## src/rtl/core/cbdp_pkg.sv

```systemverilog
package cbdp_pkg;

  localparam int ByteW  = 8;
  localparam int IdW    = 16;
  localparam int EventW = 3;
  localparam int FieldW = 2;

  typedef enum logic [EventW-1:0] {
    EV_HEADER  = 3'd0,
    EV_REPLY   = 3'd1,
    EV_CHAR    = 3'd2,
    EV_END     = 3'd3,
    EV_BAD     = 3'd4,
    EV_UNKNOWN = 3'd5
  } event_t;

  localparam logic [ByteW-1:0] T_CONFIRM = 8'h00;
  localparam logic [ByteW-1:0] T_REPLY   = 8'h01;
  localparam logic [ByteW-1:0] T_AUTH    = 8'h02;
  localparam logic [ByteW-1:0] T_JOIN    = 8'h03;
  localparam logic [ByteW-1:0] T_MSG     = 8'h04;
  localparam logic [ByteW-1:0] T_ERR     = 8'hFE;
  localparam logic [ByteW-1:0] T_BYE     = 8'hFF;

  localparam logic [FieldW-1:0] AuthLastField  = 2'd2;
  localparam logic [FieldW-1:0] OtherLastField = 2'd1;

  typedef struct packed {
    event_t              ev;
    logic [ByteW-1:0]    msg_type;
    logic [IdW-1:0]      msg_id;
    logic                reply_ok;
    logic [IdW-1:0]      ref_id;
    logic [FieldW-1:0]   field_index;
    logic [ByteW-1:0]    field_char;
    logic                packet_end;
  } res_t;

endpackage

```

## src/rtl/core/chat_binary_datagram_parser_top.sv

```systemverilog
// Chat datagram parser: takes one datagram byte per transfer, with last_byte flagging the
// final byte, and returns at most one event per byte (header-only packet, reply header, field
// character, field end, malformed, unknown type) together with the held type, id, ok flag and
// reference id. The byte is decoded in the cycle it is transferred; its event is registered into
// the output register, or into the skid register while the output is stalled. The one-entry skid
// register behind the output register keeps the input running while the output is stalled: a new
// byte is taken every cycle, and the input stalls only once that skid entry is occupied.
module chat_binary_datagram_parser_top (
  input  logic                          clk,
  input  logic                          rst,
  input  logic                          in_valid,
  output logic                          in_stall,
  input  logic [cbdp_pkg::ByteW-1:0]    data_byte,
  input  logic                          last_byte,
  output logic                          out_valid,
  input  logic                          out_stall,
  output logic [cbdp_pkg::EventW-1:0]   event_res,
  output logic [cbdp_pkg::ByteW-1:0]    msg_type,
  output logic [cbdp_pkg::IdW-1:0]      msg_id,
  output logic                          reply_ok,
  output logic [cbdp_pkg::IdW-1:0]      ref_id,
  output logic [cbdp_pkg::FieldW-1:0]   field_index,
  output logic [cbdp_pkg::ByteW-1:0]    field_char,
  output logic                          packet_end
);
  import cbdp_pkg::*;

  typedef enum logic [3:0] {
    PH_IDLE, PH_ID_HI, PH_ID_LO, PH_OK, PH_REF_HI, PH_REF_LO, PH_TEXT, PH_FIELDS, PH_SKIP
  } phase_t;

  phase_t              phase, phase_next;
  logic [ByteW-1:0]    held_type, held_type_next;
  logic [IdW-1:0]      held_id, held_id_next;
  logic [IdW-1:0]      held_ref, held_ref_next;
  logic                held_ok, held_ok_next;
  logic [FieldW-1:0]   cur_field, cur_field_next;

  res_t  out_q, skid_q, res;
  logic  skid_valid;
  logic  emit;
  logic  accept;
  logic  known_type;
  logic  final_field;
  phase_t after_pkt;

  assign accept   = in_valid && !in_stall;
  assign in_stall = skid_valid;

  always_comb begin
    phase_next     = phase;
    held_type_next = held_type;
    held_id_next   = held_id;
    held_ref_next  = held_ref;
    held_ok_next   = held_ok;
    cur_field_next = cur_field;
    emit           = 1'b0;
    res            = '0;
    after_pkt      = last_byte ? PH_IDLE : PH_SKIP;
    known_type     = (held_type == T_REPLY) || (held_type == T_AUTH) ||
                     (held_type == T_JOIN) || (held_type == T_MSG) || (held_type == T_ERR);
    final_field    = (held_type == T_AUTH) ? (cur_field >= AuthLastField)
                                           : (cur_field >= OtherLastField);
    case (phase)
      PH_IDLE: begin
        held_type_next = data_byte;
        held_id_next   = '0;
        held_ref_next  = '0;
        held_ok_next   = 1'b0;
        cur_field_next = '0;
        if (last_byte) begin
          emit = 1'b1; res.ev = EV_BAD; res.packet_end = 1'b1; phase_next = PH_IDLE;
        end else begin
          phase_next = PH_ID_HI;
        end
      end
      PH_ID_HI: begin
        held_id_next = {data_byte, {ByteW{1'b0}}};
        if (last_byte) begin
          emit = 1'b1; res.ev = EV_BAD; res.packet_end = 1'b1; phase_next = PH_IDLE;
        end else begin
          phase_next = PH_ID_LO;
        end
      end
      PH_ID_LO: begin
        held_id_next = {held_id[IdW-1:ByteW], data_byte};
        if (held_type == T_CONFIRM || held_type == T_BYE) begin
          emit = 1'b1; res.ev = EV_HEADER; res.packet_end = 1'b1; phase_next = after_pkt;
        end else if (known_type) begin
          if (last_byte) begin
            emit = 1'b1; res.ev = EV_BAD; res.packet_end = 1'b1; phase_next = PH_IDLE;
          end else begin
            cur_field_next = '0;
            phase_next = (held_type == T_REPLY) ? PH_OK : PH_FIELDS;
          end
        end else begin
          emit = 1'b1; res.ev = EV_UNKNOWN; res.packet_end = 1'b1; phase_next = after_pkt;
        end
      end
      PH_OK: begin
        if (data_byte > 8'd1) begin
          emit = 1'b1; res.ev = EV_BAD; res.packet_end = 1'b1; phase_next = after_pkt;
        end else begin
          held_ok_next = data_byte[0];
          if (last_byte) begin
            emit = 1'b1; res.ev = EV_BAD; res.packet_end = 1'b1; phase_next = PH_IDLE;
          end else begin
            phase_next = PH_REF_HI;
          end
        end
      end
      PH_REF_HI: begin
        held_ref_next = {data_byte, {ByteW{1'b0}}};
        if (last_byte) begin
          emit = 1'b1; res.ev = EV_BAD; res.packet_end = 1'b1; phase_next = PH_IDLE;
        end else begin
          phase_next = PH_REF_LO;
        end
      end
      PH_REF_LO: begin
        held_ref_next  = {held_ref[IdW-1:ByteW], data_byte};
        emit           = 1'b1;
        res.ev         = EV_REPLY;
        res.packet_end = last_byte;
        phase_next     = last_byte ? PH_IDLE : PH_TEXT;
      end
      PH_TEXT: begin
        emit = 1'b1;
        if (data_byte == '0) begin
          res.ev = EV_END; res.packet_end = 1'b1; phase_next = after_pkt;
        end else begin
          res.ev = EV_CHAR; res.field_char = data_byte; res.packet_end = last_byte;
          if (last_byte) begin
            phase_next = PH_IDLE;
          end
        end
      end
      PH_FIELDS: begin
        emit = 1'b1;
        if (data_byte == '0) begin
          if (final_field) begin
            res.ev = EV_END; res.field_index = cur_field; res.packet_end = 1'b1;
            phase_next = after_pkt;
          end else if (last_byte) begin
            res.ev = EV_BAD; res.packet_end = 1'b1; phase_next = PH_IDLE;
          end else begin
            res.ev = EV_END; res.field_index = cur_field;
            cur_field_next = cur_field + 2'd1;
          end
        end else if (last_byte) begin
          res.ev = EV_BAD; res.packet_end = 1'b1; phase_next = PH_IDLE;
        end else begin
          res.ev = EV_CHAR; res.field_index = cur_field; res.field_char = data_byte;
        end
      end
      default: begin
        phase_next = last_byte ? PH_IDLE : PH_SKIP;
      end
    endcase
    res.msg_type = held_type_next;
    res.msg_id   = held_id_next;
    res.reply_ok = held_ok_next;
    res.ref_id   = held_ref_next;
  end

  always_ff @(posedge clk) begin
    if (rst) begin
      phase      <= PH_IDLE;
      held_type  <= '0;
      held_id    <= '0;
      held_ref   <= '0;
      held_ok    <= 1'b0;
      cur_field  <= '0;
      out_valid  <= 1'b0;
      skid_valid <= 1'b0;
    end else begin
      if (accept) begin
        phase     <= phase_next;
        held_type <= held_type_next;
        held_id   <= held_id_next;
        held_ref  <= held_ref_next;
        held_ok   <= held_ok_next;
        cur_field <= cur_field_next;
      end
      if (!out_valid || !out_stall) begin
        if (skid_valid) begin
          out_q      <= skid_q;
          out_valid  <= 1'b1;
          skid_valid <= 1'b0;
        end else begin
          out_q     <= res;
          out_valid <= accept && emit;
        end
      end else if (accept && emit) begin
        skid_q     <= res;
        skid_valid <= 1'b1;
      end
    end
  end

  assign event_res   = out_q.ev;
  assign msg_type    = out_q.msg_type;
  assign msg_id      = out_q.msg_id;
  assign reply_ok    = out_q.reply_ok;
  assign ref_id      = out_q.ref_id;
  assign field_index = out_q.field_index;
  assign field_char  = out_q.field_char;
  assign packet_end  = out_q.packet_end;

endmodule
```

## config.mk

```make
export PLATFORM = sky130hd
export DESIGN_NAME = chat_binary_datagram_parser_top
export DESIGN_NICKNAME = d
export VERILOG_FILES = /design/src/rtl/core/cbdp_pkg.sv /design/src/rtl/core/chat_binary_datagram_parser_top.sv
export SDC_FILE = /design/constraint.sdc
export NUM_CORES = 1
export LEC_CHECK = 0
export ABC_AREA = 1
export BUFFER_PORTS_ARGS = -buffer_cell sky130_fd_sc_hd__buf_2
export CAP_MARGIN = 25
export CORE_MARGIN = 3
export CORE_UTILIZATION = 31
export CTS_CLUSTER_DIAMETER = 30
export DETAILED_ROUTE_END_ITERATION = 10
export GPL_TIMING_DRIVEN = 0
export PLACE_DENSITY = 0.58
export SLEW_MARGIN = 0
export SYNTH_ARGS = -nofsm -noshare
export SYNTH_HDL_FRONTEND = slang
export SYNTH_SLANG_ARGS = --single-unit
```

## constraint.sdc

```tcl
create_clock -name clk -period 3.7 [get_ports clk]
set_clock_uncertainty 0.05 [all_clocks]
set_input_delay 0.37 -clock clk [delete_from_list [all_inputs] [get_ports clk]]
set_output_delay 0.37 -clock clk [all_outputs]
set_load 0.1 [all_outputs]
```

# Yosys cells after proc, flatten, opt, wreduce, memory -nomap -nowiden
# Cells that the tools add are included.
# classes
muxes	58
eq_ne	19
addsub	1
bitwise_logic	2
n_lt_le_gt_ge	3
reduce_logical	21
# ops
cell	count
16-bit case mux with 3 select lines	2
55-bit two-way mux	1
3-bit two-way mux	13
4-bit two-way mux	8
4-bit case mux with 8 select lines	1
8-bit two-way mux	3
2-bit two-way mux	11
3-bit case mux with 6 select lines	1
4-bit by 3-bit equality test with 1-bit output (second input constant)	4
8-bit by 2-bit equality test with 1-bit output (second input constant)	2
8-bit equality test (second input constant)	2
8-bit logical NOT	2
8-bit case mux with 2 select lines	1
1-bit two-way mux	12
2-bit inequality test (second input constant)	6
10-bit two-way mux	1
4-bit by 2-bit equality test with 1-bit output (second input constant)	2
8-bit by 1-bit equality test with 1-bit output (second input constant)	1
8-bit by 3-bit equality test with 1-bit output (second input constant)	1
8-bit by 1-bit > comparator with 1-bit output (second input constant)	1
8-bit AND reduction	1
1-bit logical OR	6
1-bit case mux with 6 select lines	1
2-bit case mux with 3 select lines	1
15 further kinds	20
# totals
register_bits	159
word_cells	128
input_bits	13
output_inout_bits	57

# Logic depth before layout (Yosys ltp)
# Gate-level depths: netlist of run 1.
# depth
ltp_word	10
depth_mapped	12

# Worst setup path before layout of run 1
# Ideal clock, no wire load.
# synth_path
kind	register to register
start	register skid_valid, in the netlist in_stall
end	register skid_q[0] in the netlist's numbering, enable pin
n_path_buf	1
arrival_time_ns	3.610
path_stages_with_launch	7
setup_slack_ns	-0.428
cell_sequence	dfxtp_1 -> inv_2 -> nand2_1 -> clkbuf_1 -> inv_2 -> nand2_1 -> nor2_1
# synth_between
elab_chain_cells	4
# synth_rtl
element	line_no	source
start: declaration	chat_binary_datagram_parser_top.sv:40	logic skid_valid;
start signal: assignment	chat_binary_datagram_parser_top.sv:175	skid_valid <= 1'b0;
start signal: assignment	chat_binary_datagram_parser_top.sv:189	skid_valid <= 1'b0;
start signal: assignment	chat_binary_datagram_parser_top.sv:196	skid_valid <= 1'b1;
1-bit logical NOT	chat_binary_datagram_parser_top.sv:47	assign accept = in_valid && !in_stall;
1-bit logical AND	chat_binary_datagram_parser_top.sv:47	
1-bit logical AND	chat_binary_datagram_parser_top.sv:194	end else if (accept && emit) begin
3-bit AND reduction (no source line)	--	
end signal: assignment	chat_binary_datagram_parser_top.sv:195	skid_q <= res;
end: declaration	chat_binary_datagram_parser_top.sv:39	res_t out_q, skid_q, res;
# No other way between the ends.
# A chain may end at the register's enable or synchronous reset.

# Final worst setup path of run 1
# layout_path
start	register phase[2]
end	register skid_q[9] in the netlist's numbering, enable pin
# layout_between
elab_chain_cells	5
# layout_rtl
element	line_no	source
start: declaration	chat_binary_datagram_parser_top.sv:32	phase_t phase, phase_next;
start signal: assignment	chat_binary_datagram_parser_top.sv:178	phase <= phase_next;
4-bit by 3-bit equality test with 1-bit output, or another cell as far along	chat_binary_datagram_parser_top.sv:64	case (phase)
3-bit OR reduction (no source line)	--	
1-bit case mux with 4 select lines *	chat_binary_datagram_parser_top.sv:64	
1-bit logical AND *	chat_binary_datagram_parser_top.sv:194	
3-bit AND reduction (no source line) *	--	
# Every way passes the cells marked *; elsewhere a longest branch is shown, timed or not.

==> run summary, run 1 <==
H-tree Lvls: 4
Clk pin slew, worst setup/hold paths: 0.06 ns
Worst Setup End Kind: flip-flop
ANT cells: 0
CTS resizes: 0
Setup CP Type: reg2reg
Seq/Total Area, Yosys: 61.58%
Setup-failing EPs final: 0
Area Overhead vs Synth: 19.55%
Yosys top cell area share: 47.48%
Initial Util: 31.68%
hold path start: out_stall
Pre-antenna DRT Iters: 5
global route overflow: 0
mapped cell area: 6957 um2
CP startpoint: phase[2]
hold bufs inserted after CTS: 0
Die X: 155.8 um
Final Hold Viols: 0
worst-margin pin slew: 0.8093 ns
maximum number of pins on one net before global-route repair: 30
Post-synth EDFFs: 110
io pins: 70
Post-Syn Area per Cell: 9.190 um2
RSZ-0062 raised after global routing: false
Most used DFF post-synth: edfxtp_1
HP Class: in2reg
top cells by area, synth: edfxtp_1, dfxtp_1, nand2_1
CTS Buf Count: 17
CTS sink cnt: 159
Post-Synth XOR/XNOR Area: 0%
multiplexer share of the synthesized area: 0%
Syn Nets: 772
final-layout fill cell count: 2,188
final wirelength: 17.41 mm
outcome: finished clean
post-DR vias/cell: 4.598
Core Util, Final: 37.87%
Synth Area in Adders: 0.3597%
worst r2r src: phase[2]
GPL Wtd Cong: 0.8788
HPWL after DPL: 11.79 mm
synth warn: 0
most frequent cells in the layout: nand2_1, edfxtp_1, inv_1
post-synthesis async set-or-reset flop share: 0%
synthesized-area fraction occupied by and/or/nand/nor cells: 18.04%
layout cells sized above 1: 18.74%
first-pass GRT wire length: 27.59 mm
Die Ht: 155.8 um
row cnt: 54
period utilisation layout: 73.31%
post-synthesis cell type count: 26
DIE AREA: 24,270 um2
drt initial violations: 390
Peak VDD IR: 224.7 uV
Final Slew Violations: 0
Post-CTS Setup Inserts: 0
Leakage: 0.003686 uW
WL per Instance: 15.28 um
crit-path most repeated cell: nand2_1
clock latency at the later pin of the worst-skew pair: 0.43 ns
post-synthesis compound-gate area fraction: 11.85%
WP data arrival: 2.79 ns
leading area contributor after synthesis: edfxtp_1
Max stage delay on crit path: 0.43 ns
GRT Util Overall: 14.82%
setup TNS: 0 ns
via count: 5,237
CTS tree: built
Critical Path Fanout Max: 23
clk buf depth: 2
largest family of logic cells by synthesized area: simple AND/OR/NAND/NOR gates
Slew headroom: 45.92%
worst-path cell with the longest stage delay: nor2_4
Core ar.: 21,960 um2
most common cell after layout, fill and taps aside: nand2_1
vias in the first global route: 5,124
Power Density: 519.5 nW/um2
Syn Inst Count: 757
number of port buffers: 67
Required @ worst endpoint: 3.78 ns
drt drc: 0
CP Cell Sequence: inv_2 > nand2_2 > nor2_4 > nand2_2 > nand2_1 > nand2_1 > nand2_1 > nand3b_1 > nand2_1 > nor2_4 > buf_12 > buf_16
Antenna Violating Nets Remaining: 0
#FFs+latches synth: 159
clock period minus worst slack: 2.712 ns
CTS root buf: clkbuf_16
fmax: 0.3687 GHz
critical path launch point type: flip-flop
Layout Nets: 861
initial antenna violation count: 0
max-cap viol count: 0
-- synth_stat cells, types with 5 or more instances --
| cell type | instances |
|---|---|
| a21oi_1 | 48 |
| buf_1 | 5 |
| clkbuf_1 | 22 |
| dfxtp_1 | 49 |
| edfxtp_1 | 110 |
| inv_1 | 97 |
| inv_2 | 22 |
| nand2_1 | 234 |
| nand3_1 | 16 |
| nand4_1 | 5 |
| nor2_1 | 31 |
| nor2_2 | 11 |
| o21ai_0 | 30 |
| o21ai_1 | 20 |
| o21ai_2 | 8 |
| o22ai_1 | 24 |
| o22ai_2 | 8 |
-- registers in the layout, indices dropped and copies added, names as in the netlist, 8 cells and up --
signal,count
field_char,8
held_ref,16
msg_type,8
held_type,8
held_id,16
ref_id,16
skid_q,55
msg_id,16
-- worst max-delay path, delay by kind of cell (launching register included) --
family	cells	cell delay [ns]
DFF	1	0.33
and+or+nand+nor	9	1.48
buffers and inverters	3	0.53
-- cell type report --
cell class | instances | area, um2 | area share (%)
buffer | 30 | 121.4 | 1.459
inverter | 119 | 446.7 | 5.371
timing repair buffer | 70 | 402.9 | 4.844
tap | 280 | 350.3 | 4.212
multi-input combinational | 449 | 2120 | 25.49
sequential | 159 | 4284 | 51.51
clock inverter | 10 | 127.6 | 1.535
clock buffer | 22 | 464.2 | 5.581
-- worst paths after layout --
kind / endpoint / slack (ns) / cells after the start
worst max register to register: skid_q[9] / 0.99 / 12
worst max-delay path: skid_q[9] / 0.99 / 12
worst min-delay path: in_stall / 0.19 / 3
worst min register to register: cur_field[0] / 0.44 / 2
-- through the flow --
stage               area [um2]  total power, uW  setup slack (ns)  std cells  hold slack (ns)
floorplan                 6962             2482            0.4951        757           0.4050
global placement          7647             2592           -0.4902       1104           0.4186
global route              8317             4476            0.8118       1139           0.1985
detailed placement        7725             2601            0.9987       1107           0.4327
finish                    8317             4320            0.9877       1139           0.1942
CTS                       8317             4362            0.9760       1139           0.1892
-- routing by layer --
metal	GRT usage, %	wire length [um]	up-vias
li1	-	-	2641
met1	19.10	8050	2436
met2	23.77	8030	133
met3	3.856	904	27
met4	6.140	422	0
met5	0	0	-
-- where the power goes --
part	total, uW	internal (uW)	switching [uW]
Clock	1760	1040	718
Combinational	571	96.7	474
Sequential	1990	1970	21.1
Total	4320	3110	1210
-- cells by family after synthesis --
family,after synthesis
buffers and inverters,149
DFF,159
and+or+nand+nor,307
AOI/OAI and AO/OA,140
adders and majority gates,2
(Power assumes the default switching activity.)
==> run 2, diff against run 1 <==
- PLACE_DENSITY: 0.58 -> 0.56
- clock period: 3.7 -> 2.5 ns (I/O delays scaled with it)
==> run 2 against run 1 <==
Combinational power grew 49%. Critical endpoint is now skid_q[37]. Worst hold slack lost 0.13 ns. Non-clock buffer count grew 3. Core utilization grew 0.25 points. Setup slack lost 0.71 ns. Critical path depth shrank 4.
==> run summary, run 2 (same netlist as run 1, synthesis figures left out) <==
Setup CP Type: reg2reg
CP Cell Sequence: nand2_2 > nor2_1 > nand2_1 > nand3b_1 > nand2_1 > nor2_4 > buf_16 > buf_16
io pins: 70
GR Util met1: 19.70%
H-tree Lvls: 4
fmax: 0.4498 GHz
clock period minus worst slack: 2.223 ns
number of port buffers: 67
critical path launch point type: flip-flop
Pre-antenna DRT Iters: 5
Antenna Violating Nets Remaining: 0
Top reg by flops: skid_q
power share of the clock group: 40.9%
CP top delay family: simple AND/OR/NAND/NOR gates
setup TNS: 0 ns
hold bufs inserted after CTS: 0
final-layout fill cell count: 2,183
Power Density: 767.4 nW/um2
Sw Ratio: 27.36%
ANT cells: 0
HPWL after DPL: 11.75 mm
Layout Nets: 864
Die X: 155.8 um
fin area: 8372 um2
drt initial violations: 339
Worst Setup End Kind: flip-flop
combinational power share: 13.2%
CTS sink cnt: 159
Required @ worst endpoint: 2.58 ns
maximum number of pins on one net before global-route repair: 25
Critical Path Fanout Max: 23
GRT met3 Usage: 4.216%
Largest register FFs: 55
most frequent cells in the layout: nand2_1, edfxtp_1, inv_1
worst-margin pin slew: 0.6315 ns
vias in the first global route: 4,957
register share of total power: 45.9%
CTS root buf: clkbuf_16
Area Overhead vs Synth: 20.34%
Core ar.: 21,960 um2
Clk pin slew, worst setup/hold paths: 0.06 ns
Final Hold Viols: 0
HP Class: in2reg
CTS Buf Count: 17
CP Buf/Inv Count: 2
Die Ht: 155.8 um
sw power: 1758 uW
Initial Util: 31.68%
Final Slew Violations: 0
met2 usage: 22.45%
most common cell after layout, fill and taps aside: nand2_1
Setup-failing EPs final: 0
WP data arrival: 2.30 ns
post-DR vias/cell: 4.580
Slew headroom: 57.90%
layout cells sized above 1: 19.03%
outcome: finished clean
max-cap viol count: 0
DIE AREA: 24,270 um2
clk buf depth: 2
via count: 5,230
clock latency at the later pin of the worst-skew pair: 0.43 ns
initial antenna violation count: 2
drt drc: 0
placed cell area: 7762 um2
final wirelength: 17.28 mm
period utilisation layout: 88.93%
worst hold slack: 0.06761 ns
Peak VDD IR: 308.2 uV
Max stage delay on crit path: 0.52 ns
WL per Instance: 15.13 um
first-pass GRT wire length: 27.55 mm
GPL Wtd Cong: 0.8750
worst-path cell with the longest stage delay: dfxtp_1
RSZ-0062 raised after global routing: false
internal power: 4667 uW
GRT Util Overall: 14.79%
Leakage: 0.003707 uW
row cnt: 54
Most Crowded Layer GR: met2
global route overflow: 0
CTS tree: built
## run 2: cell types whose count changed in the layout (fill, tap and decap cells not counted), sizes merged
| cell | delta |
|---|---|
| buf | +3 |
| bufinv | +1 |
| clkbuf | +1 |
| clkinv | -1 |
| clkinvlp | +1 |
| inv | -2 |
## run 2: power by group through the flow
stage | clock, uW | combinational, uW | sequential, uW
2_1_floorplan | 0 | 269 | 3400
3_3_place_gp | 0 | 835 | 3000
6_report | 2630 | 850 | 2950
3_5_place_dp | 0 | 853 | 3000
5_1_grt | 2800 | 913 | 2960
4_1_cts | 2680 | 856 | 2950
## run 2: worst min-delay path, cell delays in order
cell	delay, ns
buf_2	0.10
nand2_1	0.10
nor2_1	0.06
## run 2: path summary, 6_finish.rpt
| path | endpoint | slack [ns] | cells after the start | from |
|---|---|---|---|---|
| setup / recovery | skid_q[37] | 0.28 | 8 | phase[1] |
| hold / removal | in_stall | 0.07 | 3 | out_stall |
| setup reg to reg | skid_q[37] | 0.28 | 8 | phase[1] |
| hold reg to reg | cur_field[0] | 0.44 | 2 | cur_field[0] |
## run 2: metal layers
metal  up-vias  routed length [um]
met5         -                  14
met4         4                 482
met3        36                 854
met2       115                7844
met1      2424                8083
li1       2651                   -
## run 2: layout make-up
type | count | area (um2) | share of cell area, %
Clock buffer | 23 | 457.9 | 5.470
Inverter | 119 | 446.7 | 5.336
Tap cell | 280 | 350.3 | 4.185
Buffer | 30 | 121.4 | 1.450
Timing Repair Buffer | 73 | 452.9 | 5.410
Multi-Input combinational cell | 449 | 2120 | 25.32
Clock inverter | 9 | 136.4 | 1.629
Sequential cell | 159 | 4287 | 51.20
## run 2: repair_timing
| item | CTS | global route |
|---|---|---|
| buffers inserted | 1 | 1 |
| resized for setup | 0 | 0 |
| setup endpoints to repair | 55 | 40 |
| endpoints found under the hold margin | 0 | 0 |
| pin swaps | 1 | 1 |
## run 2: per-stage QoR
step	std cells	utilization [%]	total power, uW	setup slack, ns
global route	1142	38.13	6668	0.1375
finish	1142	38.13	6425	0.2767
CTS	1141	38.09	6484	0.07946
detailed placement	1108	35.35	3856	-0.3698
global placement	1104	34.88	3838	-0.7947
floorplan	757	-	3674	0.04192
==> run 3, diff against run 2 <==
- ABC_AREA: 1 -> 0
- CORE_UTILIZATION: 31 -> 61
- CTS_BUF_LIST: not set -> sky130_fd_sc_hd__clkbuf_4
- PLACE_DENSITY: 0.56 -> 0.91
==> run 3 against run 2 <==
Synthesized cell count decreased by 20%. Sequential power about the same. Critical path depth increased by 1. Final cell count decreased by 25%. Worst hold slack got worse by 0.029 ns. Power decreased by 17%. Core utilization increased by 34 points. Register-to-register slack got worse by 0.15 ns. Largest cell class unchanged. Largest power group unchanged. Highest routed layer is now met4.
==> run summary, run 3 <==
Seq/Total Area, Yosys: 60.74%
synth warn: 0
Core ar.: 11,080 um2
Setup CP Type: in2reg
clock latency at the later pin of the worst-skew pair: 0.54 ns
max-cap viol count: 0
footprint of the multi-input gates: 2567 um2
#FFs+latches synth: 159
Syn Nets: 621
setup TNS: 0 ns
Die Ht: 113.5 um
top cells by area, synth: edfxtp_1, dfxtp_1, mux2_2
WP data arrival: 2.57 ns
RSZ-0062 raised after global routing: false
critical path launch point type: input port
most frequent cells after synthesis: edfxtp_1, nor2_1, mux2_2, nand2_1, dfxtp_1
final wirelength: 17.40 mm
Most used DFF post-synth: edfxtp_1
io pins: 70
Leakage: 0.003170 uW
period utilisation layout: 94.99%
Post-synth EDFFs: 110
first-pass GRT wire length: 26.79 mm
Largest register FFs: 55
clk buf depth: 2
ANT cells: 0
Yosys top cell area share: 46.83%
HP Class: in2reg
worst setup margin: 0.1252 ns
CTS Buf Count: 17
most frequent cells in the layout: edfxtp_1, buf_2, nor2_1
Worst Setup End Kind: flip-flop
Die X: 113.5 um
global route overflow: 0
top-count cell post-synth: edfxtp_1
Final Hold Viols: 0
post-synthesis async set-or-reset flop share: 0%
Initial Util: 63.67%
Top reg by flops: skid_q
Area Overhead vs Synth: 13.71%
Clk pin slew, worst setup/hold paths: 0.11 ns
Setup-failing EPs final: 0
GRT Util Overall: 27.02%
Post-Synth XOR/XNOR Area: 0%
worst-margin pin slew: 0.8898 ns
Syn Inst Count: 606
post-DR vias/cell: 6.295
DIE AREA: 12,890 um2
vias in the first global route: 5,286
largest family of logic cells by synthesized area: simple AND/OR/NAND/NOR gates
Reg2Reg Setup Slack: 0.13 ns
Power Density: 668.0 nW/um2
multiplexer share of the synthesized area: 9.721%
mapped cell area: 7053 um2
Pre-antenna DRT Iters: 5
Inst Count DP: 817
fmax: 0.4211 GHz
Peak VDD IR: 381.1 uV
maximum number of pins on one net before global-route repair: 34
HPWL after DPL: 11.97 mm
synthesized-area fraction occupied by and/or/nand/nor cells: 15.04%
row cnt: 38
leading area contributor after synthesis: edfxtp_1
Synth Area in Adders: 0.3548%
GPL Wtd Cong: 0.9773
outcome: finished clean
initial antenna violation count: 0
Post-Syn Area per Cell: 11.64 um2
Required @ worst endpoint: 2.69 ns
Critical Path Fanout Max: 22
Final Slew Violations: 0
CTS sink cnt: 159
drt drc: 0
most common cell after layout, fill and taps aside: edfxtp_1
number of port buffers: 68
clock period minus worst slack: 2.375 ns
dpl ws: -0.4487 ns
Register Area: 4288 um2
post-synthesis cell type count: 62
H-tree Lvls: 4
drt initial violations: 599
via count: 5,382
WL per Instance: 20.35 um
Cell Count, Final, Fillers Out: 855
CTS tree: built
Layout Nets: 717
layout cells sized above 1: 27.27%
post-synthesis compound-gate area fraction: 10.38%
CTS root buf: clkbuf_4
worst hold slack: 0.03813 ns
Antenna Violating Nets Remaining: 0
final-layout fill cell count: 772
Slew headroom: 40.68%
## run 3: cell count changes after synthesis, sizes merged, moves of 9 or more
cell	change
buf	+12
nor2	+21
nor3	+26
o22ai	-24
mux2	+60
o21ai	-45
a211oi	+13
and2	+14
nand2	-180
a311oi	+9
inv	-96
a21oi	-23
## run 3: timing repair
action | 4_1_cts | 5_1_grt
endpoints found under the setup margin | 55 | 99
buffers inserted | 3 | 0
hold buffers | 1 | 1
resized for setup | 0 | 3
cloned | 0 | 1
pin swaps | 1 | 0
endpoints found under the hold margin | 1 | 1
## run 3: cell families after synthesis
family	after synthesis
buffers and inverters	62
multiplexers	61
adder cells (fa/ha/maj)	2
AND/OR/NAND/NOR	217
flip-flops	159
AO/OA/AOI/OAI	105
## run 3: critical path, cell delays in order
cell	delay, ns
dlygate4sd3_1	0.53
buf_2	0.27
nor3_1	0.14
a2111oi_2	0.53
a211o_1	0.22
a2bb2oi_4	0.09
nor3_4	0.14
buf_4	0.18
buf_8	0.20
## run 3: through the flow
stage / instance area (um2) / util (%) / power [uW]
after floorplan: 7099 / - / 3683
after global placement: 7615 / 68.74 / 3831
after detailed placement: 7677 / 69.30 / 3866
after CTS: 7989 / 72.11 / 5362
after global routing: 8020 / 72.40 / 5533
final: 8020 / 72.40 / 5357
## run 3: final cells by class
cell class / instances / share of cell area [%]
buffer: 39 / 2.231
clock buffer: 22 / 2.059
clock inverter: 10 / 1.420
inverter: 23 / 1.076
multi-input combinational: 386 / 32.01
sequential: 159 / 53.46
tap: 140 / 2.184
timing repair buffer: 76 / 5.554
## run 3: path summary, 6_finish.rpt
check / cells after the start / end / start
min reg2reg: 2 / held_id[7] / held_id[7]
min: 3 / held_type[0] / data_byte[0]
max: 9 / skid_q[15] / data_byte[3]
max reg2reg: 6 / msg_type[0] / phase[0]
## run 3: routing by layer
layer  global-route usage [%]  vias to the layer above  routed length, um
met5                        0                        -                  0
met4                    12.42                        0                618
met3                    6.260                       53               1387
met2                    44.64                      294               8373
met1                    33.94                     2612               7017
li1                         -                     2423                  -
## run 3: where the power goes
group / total, uW / switching [uW] / internal (uW)
sequential: 2960 / 49.8 / 2910
clock: 1530 / 883 / 647
combinational: 867 / 689 / 178
total: 5360 / 1620 / 3740
